[config.mk]
export PLATFORM = sky130hd
export DESIGN_NAME = rgb_to_hsl_pixel_converter_top
export DESIGN_NICKNAME = d
export VERILOG_FILES = /design/src/rtl/rhsl_pkg.sv /design/src/rtl/rhsl_div_pipe.sv /design/src/rtl/rgb_to_hsl_pixel_converter_top.sv
export SDC_FILE = /design/constraint.sdc
export NUM_CORES = 2
export LEC_CHECK = 0
export BUFFER_PORTS_ARGS = -buffer_cell sky130_fd_sc_hd__buf_4
export CAP_MARGIN = 20
export CORE_UTILIZATION = 25
export DETAILED_ROUTE_END_ITERATION = 12
export HOLD_SLACK_MARGIN = 0.06
export SLEW_MARGIN = 10
export SYNTH_ARGS = -nofsm -noshare
export SYNTH_HDL_FRONTEND = slang
export SYNTH_SLANG_ARGS = --single-unit
[constraint.sdc]
create_clock -name clk -period 6.05 [get_ports clk]
set_clock_uncertainty 0.05 [all_clocks]
set_input_delay 0 -clock clk [delete_from_list [all_inputs] [get_ports clk]]
set_output_delay 0 -clock clk [all_outputs]
set_load 0.005 [all_outputs]
[src/rtl/rhsl_pkg.sv]
// Shared widths, constants and types of the RGB to HSL converter.
`timescale 1ns / 1ps
`default_nettype none

package rhsl_pkg;

  // Field widths
  localparam int CHAN_W = 8;
  localparam int SUM_W  = 9;
  localparam int HUE_W  = 15;
  localparam int Q15_W  = 16;
  localparam int SECT_K_W = 11;

  // Divider geometry: 24-bit dividend, 10-bit divisor, 16-bit quotient
  localparam int NUM_W = 24;
  localparam int DEN_W = 10;
  localparam int QUO_W = 16;
  localparam int DIV_STAGES = 8;
  localparam int DIV_STEPS = QUO_W / DIV_STAGES;

  // Divider lanes
  localparam int LANES = 2;
  localparam int LANE_HUE = 0;
  localparam int LANE_SAT = 1;

  // Constants of the conversion
  localparam logic [SUM_W-1:0] SUM_HALF    = 9'd255;
  localparam logic [SUM_W-1:0] SUM_FULL    = 9'd510;
  localparam logic [DEN_W-1:0] LIGHT_DEN   = 10'd510;
  localparam logic [14:0]      LIGHT_ROUND = 15'd127;
  localparam logic [QUO_W-1:0] HUE_TURN    = 16'd23040;
  localparam logic [Q15_W-1:0] Q15_ONE     = 16'd32768;

  // Which channel holds the maximum
  typedef enum logic [2:0] {
    SECT_RED   = 3'b001,
    SECT_GREEN = 3'b010,
    SECT_BLUE  = 3'b100
  } hue_sector_t;

  typedef logic [LANES-1:0][NUM_W-1:0] div_num_t;
  typedef logic [LANES-1:0][DEN_W-1:0] div_den_t;
  typedef logic [LANES-1:0][QUO_W-1:0] div_quo_t;

endpackage

`default_nettype wire

[src/rtl/rhsl_div_pipe.sv]
// Pipelined two-lane restoring divider, two quotient bits per stage.
`timescale 1ns / 1ps
`default_nettype none

module rhsl_div_pipe
  import rhsl_pkg::*;
(
  input  wire                   clk,
  input  wire  [DIV_STAGES-1:0] en,
  input  wire  div_num_t        num_in,
  input  wire  div_den_t        den_in,
  input  wire                   gray_in,
  output div_quo_t              quot,
  output logic                  gray_out
);

  // Per-stage partial remainder, shifting dividend/quotient word and divisor
  div_den_t rem_q [DIV_STAGES];
  div_quo_t nq_q  [DIV_STAGES];
  div_den_t den_q [DIV_STAGES];
  logic [DIV_STAGES-1:0] gray_q;

  genvar s;
  for (s = 0; s < DIV_STAGES; s++) begin : g_stage
    div_den_t rem_src;
    div_quo_t nq_src;
    div_den_t den_src;
    logic     gray_src;
    div_den_t rem_next;
    div_quo_t nq_next;

    if (s == 0) begin : g_first
      // Upper dividend bits seed the remainder; they are below the divisor
      always_comb begin
        for (int l = 0; l < LANES; l++) begin
          rem_src[l] = DEN_W'(num_in[l][NUM_W-1:QUO_W]);
          nq_src[l]  = num_in[l][QUO_W-1:0];
        end
        den_src  = den_in;
        gray_src = gray_in;
      end
    end else begin : g_next
      always_comb begin
        rem_src  = rem_q[s-1];
        nq_src   = nq_q[s-1];
        den_src  = den_q[s-1];
        gray_src = gray_q[s-1];
      end
    end

    // Compare-subtract steps of this stage
    always_comb begin
      logic [DEN_W-1:0] rem;
      logic [QUO_W-1:0] nq;
      logic [DEN_W:0]   shifted;
      logic             qbit;
      for (int l = 0; l < LANES; l++) begin
        rem = rem_src[l];
        nq  = nq_src[l];
        for (int k = 0; k < DIV_STEPS; k++) begin
          shifted = {rem, nq[QUO_W-1]};
          if (shifted >= {1'b0, den_src[l]}) begin
            rem  = DEN_W'(shifted - {1'b0, den_src[l]});
            qbit = 1'b1;
          end else begin
            rem  = shifted[DEN_W-1:0];
            qbit = 1'b0;
          end
          nq = {nq[QUO_W-2:0], qbit};
        end
        rem_next[l] = rem;
        nq_next[l]  = nq;
      end
    end

    always_ff @(posedge clk) begin
      if (en[s]) begin
        rem_q[s]  <= rem_next;
        nq_q[s]   <= nq_next;
        den_q[s]  <= den_src;
        gray_q[s] <= gray_src;
      end
    end
  end

  assign quot     = nq_q[DIV_STAGES-1];
  assign gray_out = gray_q[DIV_STAGES-1];

endmodule

`default_nettype wire

[src/rtl/rgb_to_hsl_pixel_converter_top.sv]
// An accepted input word passes stages 0 to 2, the divider stages and the output stage before its result word.
// Throughput: one word per cycle unless output back-pressure stalls; a new word enters while older ones are in flight.
// Each stage loads when it is empty or its successor loads; only output back-pressure stalls.
// Divides run in an 8-stage restoring divider, two quotient bits per stage per lane.
// Reset (rst, synchronous) clears the stage valid bits; payload registers are not reset.
`timescale 1ns / 1ps
`default_nettype none

module rgb_to_hsl_pixel_converter_top
  import rhsl_pkg::*;
(
  input  wire               clk,
  input  wire               rst,
  input  wire               in_valid,
  output logic              in_ready,
  input  wire  [CHAN_W-1:0] red_in,
  input  wire  [CHAN_W-1:0] green_in,
  input  wire  [CHAN_W-1:0] blue_in,
  output logic              out_valid,
  input  wire               out_ready,
  output logic [HUE_W-1:0]  hue_out,
  output logic [Q15_W-1:0]  saturation_out,
  output logic [Q15_W-1:0]  lightness_out
);

  localparam int NSTG = DIV_STAGES + 4;
  localparam int ST_DIV0 = 3;
  localparam int ST_OUT = NSTG - 1;

  // Stage valid bits and load enables
  logic [NSTG-1:0] vld;
  logic [NSTG-1:0] vld_next;
  logic [NSTG-1:0] load;

  always_comb begin
    load[ST_OUT] = !vld[ST_OUT] || out_ready;
    for (int i = ST_OUT - 1; i >= 0; i--) begin
      load[i] = !vld[i] || load[i+1];
    end
  end

  assign vld_next = (load & {vld[NSTG-2:0], in_valid}) | (~load & vld);

  always_ff @(posedge clk) begin
    if (rst) begin
      vld <= '0;
    end else begin
      vld <= vld_next;
    end
  end

  assign in_ready  = load[0];
  assign out_valid = vld[ST_OUT];

  // Stage 0: max, min, delta, sum and the sector of the maximum
  hue_sector_t             sect0, sect0_next;
  logic [CHAN_W-1:0]       d0;
  logic [SUM_W-1:0]        sum0;
  logic signed [SUM_W-1:0] diff0, diff0_next;
  logic [CHAN_W-1:0]       mx, mn;

  always_comb begin
    if (red_in >= green_in && red_in >= blue_in) begin
      sect0_next = SECT_RED;
      mx         = red_in;
      diff0_next = $signed({1'b0, green_in}) - $signed({1'b0, blue_in});
    end else if (green_in >= blue_in) begin
      sect0_next = SECT_GREEN;
      mx         = green_in;
      diff0_next = $signed({1'b0, blue_in}) - $signed({1'b0, red_in});
    end else begin
      sect0_next = SECT_BLUE;
      mx         = blue_in;
      diff0_next = $signed({1'b0, red_in}) - $signed({1'b0, green_in});
    end
    if (red_in <= green_in && red_in <= blue_in) begin
      mn = red_in;
    end else if (green_in <= blue_in) begin
      mn = green_in;
    end else begin
      mn = blue_in;
    end
  end

  always_ff @(posedge clk) begin
    if (load[0]) begin
      sect0 <= sect0_next;
      d0    <= mx - mn;
      sum0  <= {1'b0, mx} + {1'b0, mn};
      diff0 <= diff0_next;
    end
  end

  // Stage 1: hue numerator in sixths of a turn per unit delta, wrapped non-negative
  logic [SECT_K_W-1:0] k1;
  logic [CHAN_W-1:0]   d1;
  logic [SUM_W-1:0]    sum1;
  logic                gray1;
  logic signed [11:0]  kx;
  logic signed [11:0]  dx;
  logic signed [11:0]  ex;
  logic [CHAN_W-1:0]   lq1;
  logic [14:0]         lz;
  logic [30:0]         lprod;

  always_comb begin
    dx = $signed({4'b0, d0});
    ex = $signed({{3{diff0[SUM_W-1]}}, diff0});
    case (sect0)
      SECT_RED: begin
        kx = ex;
        if (kx < 0) begin
          kx = kx + (dx <<< 2) + (dx <<< 1);
        end
      end
      SECT_GREEN: kx = (dx <<< 1) + ex;
      SECT_BLUE:  kx = (dx <<< 2) + ex;
      default:    kx = '0;
    endcase
  end

  // Lightness is 64*sum + (64*sum + 127)/255; the divide by 255 is a
  // multiply by 32897 = 2^15 + 2^7 + 1 and a shift by 23, exact below 2^15
  always_comb begin
    lz    = {sum0, 6'b0} + LIGHT_ROUND;
    lprod = (31'(lz) << 15) + (31'(lz) << 7) + 31'(lz);
  end

  always_ff @(posedge clk) begin
    if (load[1]) begin
      k1    <= kx[SECT_K_W-1:0];
      d1    <= d0;
      sum1  <= sum0;
      gray1 <= (d0 == '0);
      lq1   <= lprod[30:23];
    end
  end

  // Stage 2: dividends and divisors of the two quotients, lightness word
  div_num_t         num2;
  div_den_t         den2;
  logic             gray2;
  logic [SUM_W-1:0] sden;
  logic [Q15_W-1:0] light2;

  always_comb begin
    sden = (sum1 < SUM_HALF) ? sum1 : SUM_FULL - sum1;
  end

  always_ff @(posedge clk) begin
    if (load[2]) begin
      // 2*3840*k + d over 2*d
      num2[LANE_HUE] <= (NUM_W'(k1) << 13) - (NUM_W'(k1) << 9) + NUM_W'(d1);
      den2[LANE_HUE] <= {1'b0, d1, 1'b0};
      // 2*d*32768 + den over 2*den
      num2[LANE_SAT] <= {d1, 16'b0} + NUM_W'(sden);
      den2[LANE_SAT] <= {sden, 1'b0};
      light2         <= {1'b0, sum1, 6'b0} + {8'b0, lq1};
      gray2          <= gray1;
    end
  end

  // Stages 3 to 10: divider, lightness rides alongside
  div_quo_t         quot;
  logic             gray_div;
  logic [Q15_W-1:0] light_dly [DIV_STAGES];

  rhsl_div_pipe u_div (
    .clk      (clk),
    .en       (load[ST_OUT-1:ST_DIV0]),
    .num_in   (num2),
    .den_in   (den2),
    .gray_in  (gray2),
    .quot     (quot),
    .gray_out (gray_div)
  );

  always_ff @(posedge clk) begin
    if (load[ST_DIV0]) begin
      light_dly[0] <= light2;
    end
    for (int s = 1; s < DIV_STAGES; s++) begin
      if (load[ST_DIV0+s]) begin
        light_dly[s] <= light_dly[s-1];
      end
    end
  end

  // Output stage: gray and full-turn cases, result word register
  always_ff @(posedge clk) begin
    if (load[ST_OUT]) begin
      if (gray_div || quot[LANE_HUE] >= HUE_TURN) begin
        hue_out <= '0;
      end else begin
        hue_out <= quot[LANE_HUE][HUE_W-1:0];
      end
      saturation_out <= gray_div ? '0 : quot[LANE_SAT];
      lightness_out  <= light_dly[DIV_STAGES-1];
    end
  end

  // Checks
  a_stall_from_output: assert property (@(posedge clk) disable iff (rst)
    !in_ready |-> (out_valid && !out_ready))
    else $error("input stalled without output back-pressure");

  a_hue_range: assert property (@(posedge clk) disable iff (rst)
    out_valid |-> ({1'b0, hue_out} < HUE_TURN))
    else $error("hue word out of range");

  a_q15_range: assert property (@(posedge clk) disable iff (rst)
    out_valid |-> (saturation_out <= Q15_ONE && lightness_out <= Q15_ONE))
    else $error("saturation or lightness above 1.0");

  a_reset_empty: assert property (@(posedge clk)
    rst |=> !out_valid)
    else $error("result word valid right after reset");

endmodule

`default_nettype wire
# After elaboration in Yosys (flattened, before gate mapping)
# Memory sizes are Yosys's and may differ from the RTL's. A register that Yosys moved wholly into a read port is not among the register bits.
# Index checks and enable logic that the tools add are counted.
# totals
register_bits,199
latchBits,0
ram_bits,704
mem_bits_ro,0
input_bits,28
output_inout_bits,49
elab_cells,244
mem_count,4
# op_classes
addsub,48
mul,0
div_mod_pow,0
n_lt_le_gt_ge,41
eq_ne,3
n_shift,0
n_mux,90
bitwise_logic,4
reduce_logical,28
# memory_table
memory,words,width,read_ports,rd_clocked_by_memory_dff,write_ports,line,text
u_div.nq_q,8,32,8,0,8,rhsl_div_pipe.sv:19,div_quo_t nq_q [DIV_STAGES];
u_div.den_q,8,20,7,0,8,rhsl_div_pipe.sv:20,div_den_t den_q [DIV_STAGES];
u_div.rem_q,8,20,7,0,8,rhsl_div_pipe.sv:18,div_den_t rem_q [DIV_STAGES];
light_dly,8,16,8,1,8,rgb_to_hsl_pixel_converter_top.sv:166,logic [Q15_W-1:0] light_dly [DIV_STAGES];
# op_table
cell,n
$mux W10,32
$ge A11 B10 Y1,29
$sub A10 B10 Y10,29
$mux W1,48
$pmux W11 S3,1
$mux W8,4
$add A30 B22 Y31,1
$add A31 B15 Y31,1
$mux W9,3
$sub A8 B8 Y9,3
$add A24 B8 Y24,1
$add A24 B9 Y24,1
$and A12 B12 Y12,2
$ge A8 B8 Y1,3
$le A8 B8 Y1,3
$sub A24 B20 Y24,1
$add A15 B8 Y16,1
$ge A16 B15 Y1 const B,1
$add A15 B7 Y15 const B,1
$logic_or A1 B1 Y1,13
$logic_not A1 Y1,12
$not A12 Y12,1
$or A12 B12 Y12,1
$add A10 B9 Y11,1
20 further kinds,21

# Longest topological paths before layout
# depth
depth_word,16
mapped_depth,20

# Cells and area by module
# Synthesis repeated with hierarchy kept, for this count alone.
# hier_totals
hier_cells,3918
hier_area_um2,47859.7
# modules_own_cells
module,instances,cells_each,area_per_inst_um2
rhsl_div_pipe,1,2856,33473.4
rgb_to_hsl_pixel_converter_top,1,1062,14386.3

# Worst setup path before layout
# No wires, ideal clock.
# synth_path
path_kind,register -> register
from,reg (tool-made name)
to,"reg den2[11] in the netlist's numbering, enable pin"
setup_time_ns,0.408
arrival_ns,5.052
setup_slack_ns,0.539
stages_incl_launch_ff,10
path_buffers,1
period_less_slack_ns,5.511
cell_sequence,dfxtp_1 > nor2b_1 > and2_1 > inv_1 > nor2_1 > and2_1 > clkbuf_1 > inv_1 > nor2_1 > inv_1
# synth_lines
item,line,text
end signal: indexed assignment,rgb_to_hsl_pixel_converter_top.sv:154,"den2[LANE_HUE] <= {1'b0, d1, 1'b0};"
end signal: indexed assignment,rgb_to_hsl_pixel_converter_top.sv:157,"den2[LANE_SAT] <= {sden, 1'b0};"
end: declaration,rgb_to_hsl_pixel_converter_top.sv:141,div_den_t den2;

==> metrics.csv <==
metric,value,unit
yosysSeqAreaShare,53.4,%
synth.yosys.warnings,0,
slew_viol_final,0,
ys.flop_type,edfxtp_1,
yosysUniqueCellTypes,90,
wl,82600,um
netlist_area,41200,um2
grt_usage,9.78,%
first_pass_iters,6,
clock-sinks,737,
cp-end-kind,flip-flop,
die_area,166000,um2
fin_setup_tns,0,ns
yosysMostFrequentCell,edfxtp_1,
dp_hpwl,62300,um
fmaxAchievable,0.189,GHz
core,163000,um2
vias,25294,
yosysTopAreaCellShare,52.8,%
cts_made_buffers,80,
port_buffers,76,
path_cells,ha_1 > fa_1 > nand2b_1 > a21oi_1 > a311oi_1 > o211ai_2 > mux2_2 > ha_1 > a21o_1 > a21oi_1 > o21ai_0 > nand3_1 > a21boi_0 > a2111oi_4 > mux2_2,
maxCapViolCount,0,
antenna_found_initial,0,
critical_path_arrival,5.64,ns
hold_start,blue_in[4],
r2r_start,u_div.nq_q[1][26],
initial_core_util,25.3,%
worst-r2r-setup-slack,0.75,ns
fp.dieW,408,um
slowest_delay,0.74,ns
min_to,diff0[4],
drt_iter0_markers,1529,
synthTopCellsByCount,"edfxtp_1, ha_1, inv_1",
synth_top_cell_by_area,edfxtp_1,
cts_buffer_depth,3,
synth_edf_count,725,
drive_gt1_share,12.1,%
rsz0062_at_grt,false,
hold_buffers,37,
synth_area_per_cell,12.4,um2
hold_path.class,in -> reg,
syn_inst,3330,
grt_pass1_wl,134000,um
hold_viol,0,
cts.clk_slew.worst_paths,0.06,ns
diodes,0,
cts_tree,built,
critPathRequiredTime,6.39,ns
critical-path-slowest-cell,a2111oi_4,
async_flop_share,0,%
drc,0,
min_path_cells,5,
overflow,0,
gp_congestion,0.864,
clk-insertion-delay-late,0.65,ns
syn_to_final_growth,15.3,%
synth_nets,3733,
rows,148,
dieHeight,408,um
drtAntennaViolNets,0,
first_global_vias,25702,
via_per_inst,4.41,
fin_crit_sh,87.6,%
synth.top_cells.by_area,"edfxtp_1, ha_1, mux2_2, xnor2_1, inv_1",
worst_pin_slew,0.992,ns
setup_viol,0,
path_class,reg -> reg,
fin_crit,5.30,ns
io_pins,77,
post_cts_buffers,0,
status,finished clean,
r2r.worst_path.cells,15,
cts_resized,0,
cts_max_level,3,
cts_root_buffer,clkbuf_16,
ys_ff_latch,737,
route.detailed.wl_per_inst,14.4,um
nets,3903,
regToRegEndpoint,u_div.rem_q[5][16],
critPathLaunchType,flip-flop,
path_max_fanout,16,
grt_start_max_net_pins,72,
max_slew_margin,33.9,%
## worst max-delay path by stage
stage | startpoint | to | depth (start not counted)
4_1_cts | u_div.nq_q[1][26] | u_div.rem_q[5][16] | 15
6_report | u_div.nq_q[1][26] | u_div.rem_q[5][16] | 15
5_1_grt | u_div.den_q[2][11] | u_div.rem_q[3][3] | 17
3_5_place_dp | u_div.nq_q[1][26] | u_div.rem_q[5][16] | 15
2_1_floorplan | flip-flop | den2[11] | 9
3_3_place_gp | u_div.nq_q[1][26] | u_div.rem_q[5][15] | 15
## worst max-delay path, delay by kind of cell (launching register included)
family | cells | cell delay (ns)
AND/OR/NAND/NOR | 2 | 0.28
adder cells (fa/ha/maj) | 3 | 1.02
flip-flops | 1 | 0.47
AO/OA/AOI/OAI | 8 | 2.35
multiplexers | 2 | 0.86
## cell families after synthesis
logic type | synth area share (%)
DFF | 53.4
AOI/OAI and AO/OA | 11.4
and+or+nand+nor | 8.32
adders and majority gates | 12.0
buffers and inverters | 3.37
muxes | 6.36
xor gates and xnor gates | 5.06
other | 0.0182
## per-stage QoR
stage / instances / utilization [%] / hold slack (ns) / area, um2 / setup slack, ns
after floorplan: 3330 / - / 0.0191 / 41200 / 0.539
after global placement: 5556 / 27.3 / 0.205 / 44500 / 0.803
after detailed placement: 5556 / 27.3 / 0.215 / 44500 / 0.757
after CTS: 5738 / 29.1 / 0.0636 / 47500 / 0.731
after global routing: 5738 / 29.1 / 0.122 / 47500 / 0.398
final: 5738 / 29.1 / 0.113 / 47500 / 0.748
## flip-flops by register name, summed over array words and instances, names as in the netlist, 3 cells and up, named ones only
name / cells
d0: 8
den2: 12
light_dly: 128
u_div.nq_q: 225
lq1: 8
num2: 25
u_div.den_q: 62
sum1: 8
sect0: 3
lightness_out: 16
u_div.g_stage.gray_src: 7
hue_out: 15
k1: 11
u_div.rem_q: 137
d1: 8
diff0: 9
light2: 16
saturation_out: 16
sum0: 8
## area by class of cell
cell class,instances,area (um2)
inverters,316,1190
flip-flops and latches,737,22000
multi-input cells,2230,17900
fillers,16454,116000
clock inverters,44,515
repair buffers,135,1110
well taps,2175,2720
clock buffers,101,2120
## layer usage
metal | part of all wire [%] | track usage [%]
met2 | 49 | 17.4
met4 | 2.7 | 3.14
met5 | 0 | 0
met3 | 3.0 | 1.36
met1 | 45 | 12.1
## placed cells by master, fill, tap and decap left out, types with 36 or more instances in the layout
cell type      count
nor2_1           182
nor2b_1           80
mux2_2           157
buf_4             98
o21a_1            37
o21ai_0          140
nand4_1           51
nand2_1          110
clkbuf_16         82
a21oi_1          197
edfxtp_1         725
a21o_1           110
nor3_1            40
xor2_1            88
inv_1            309
fa_1              36
mux2i_1           84
xnor2_1          150
ha_1             339
dlygate4sd3_1     37
Power is left out: the tool's default activity adds up to more than one toggle a clock period on the data nets, which glitch-free logic cannot reach.
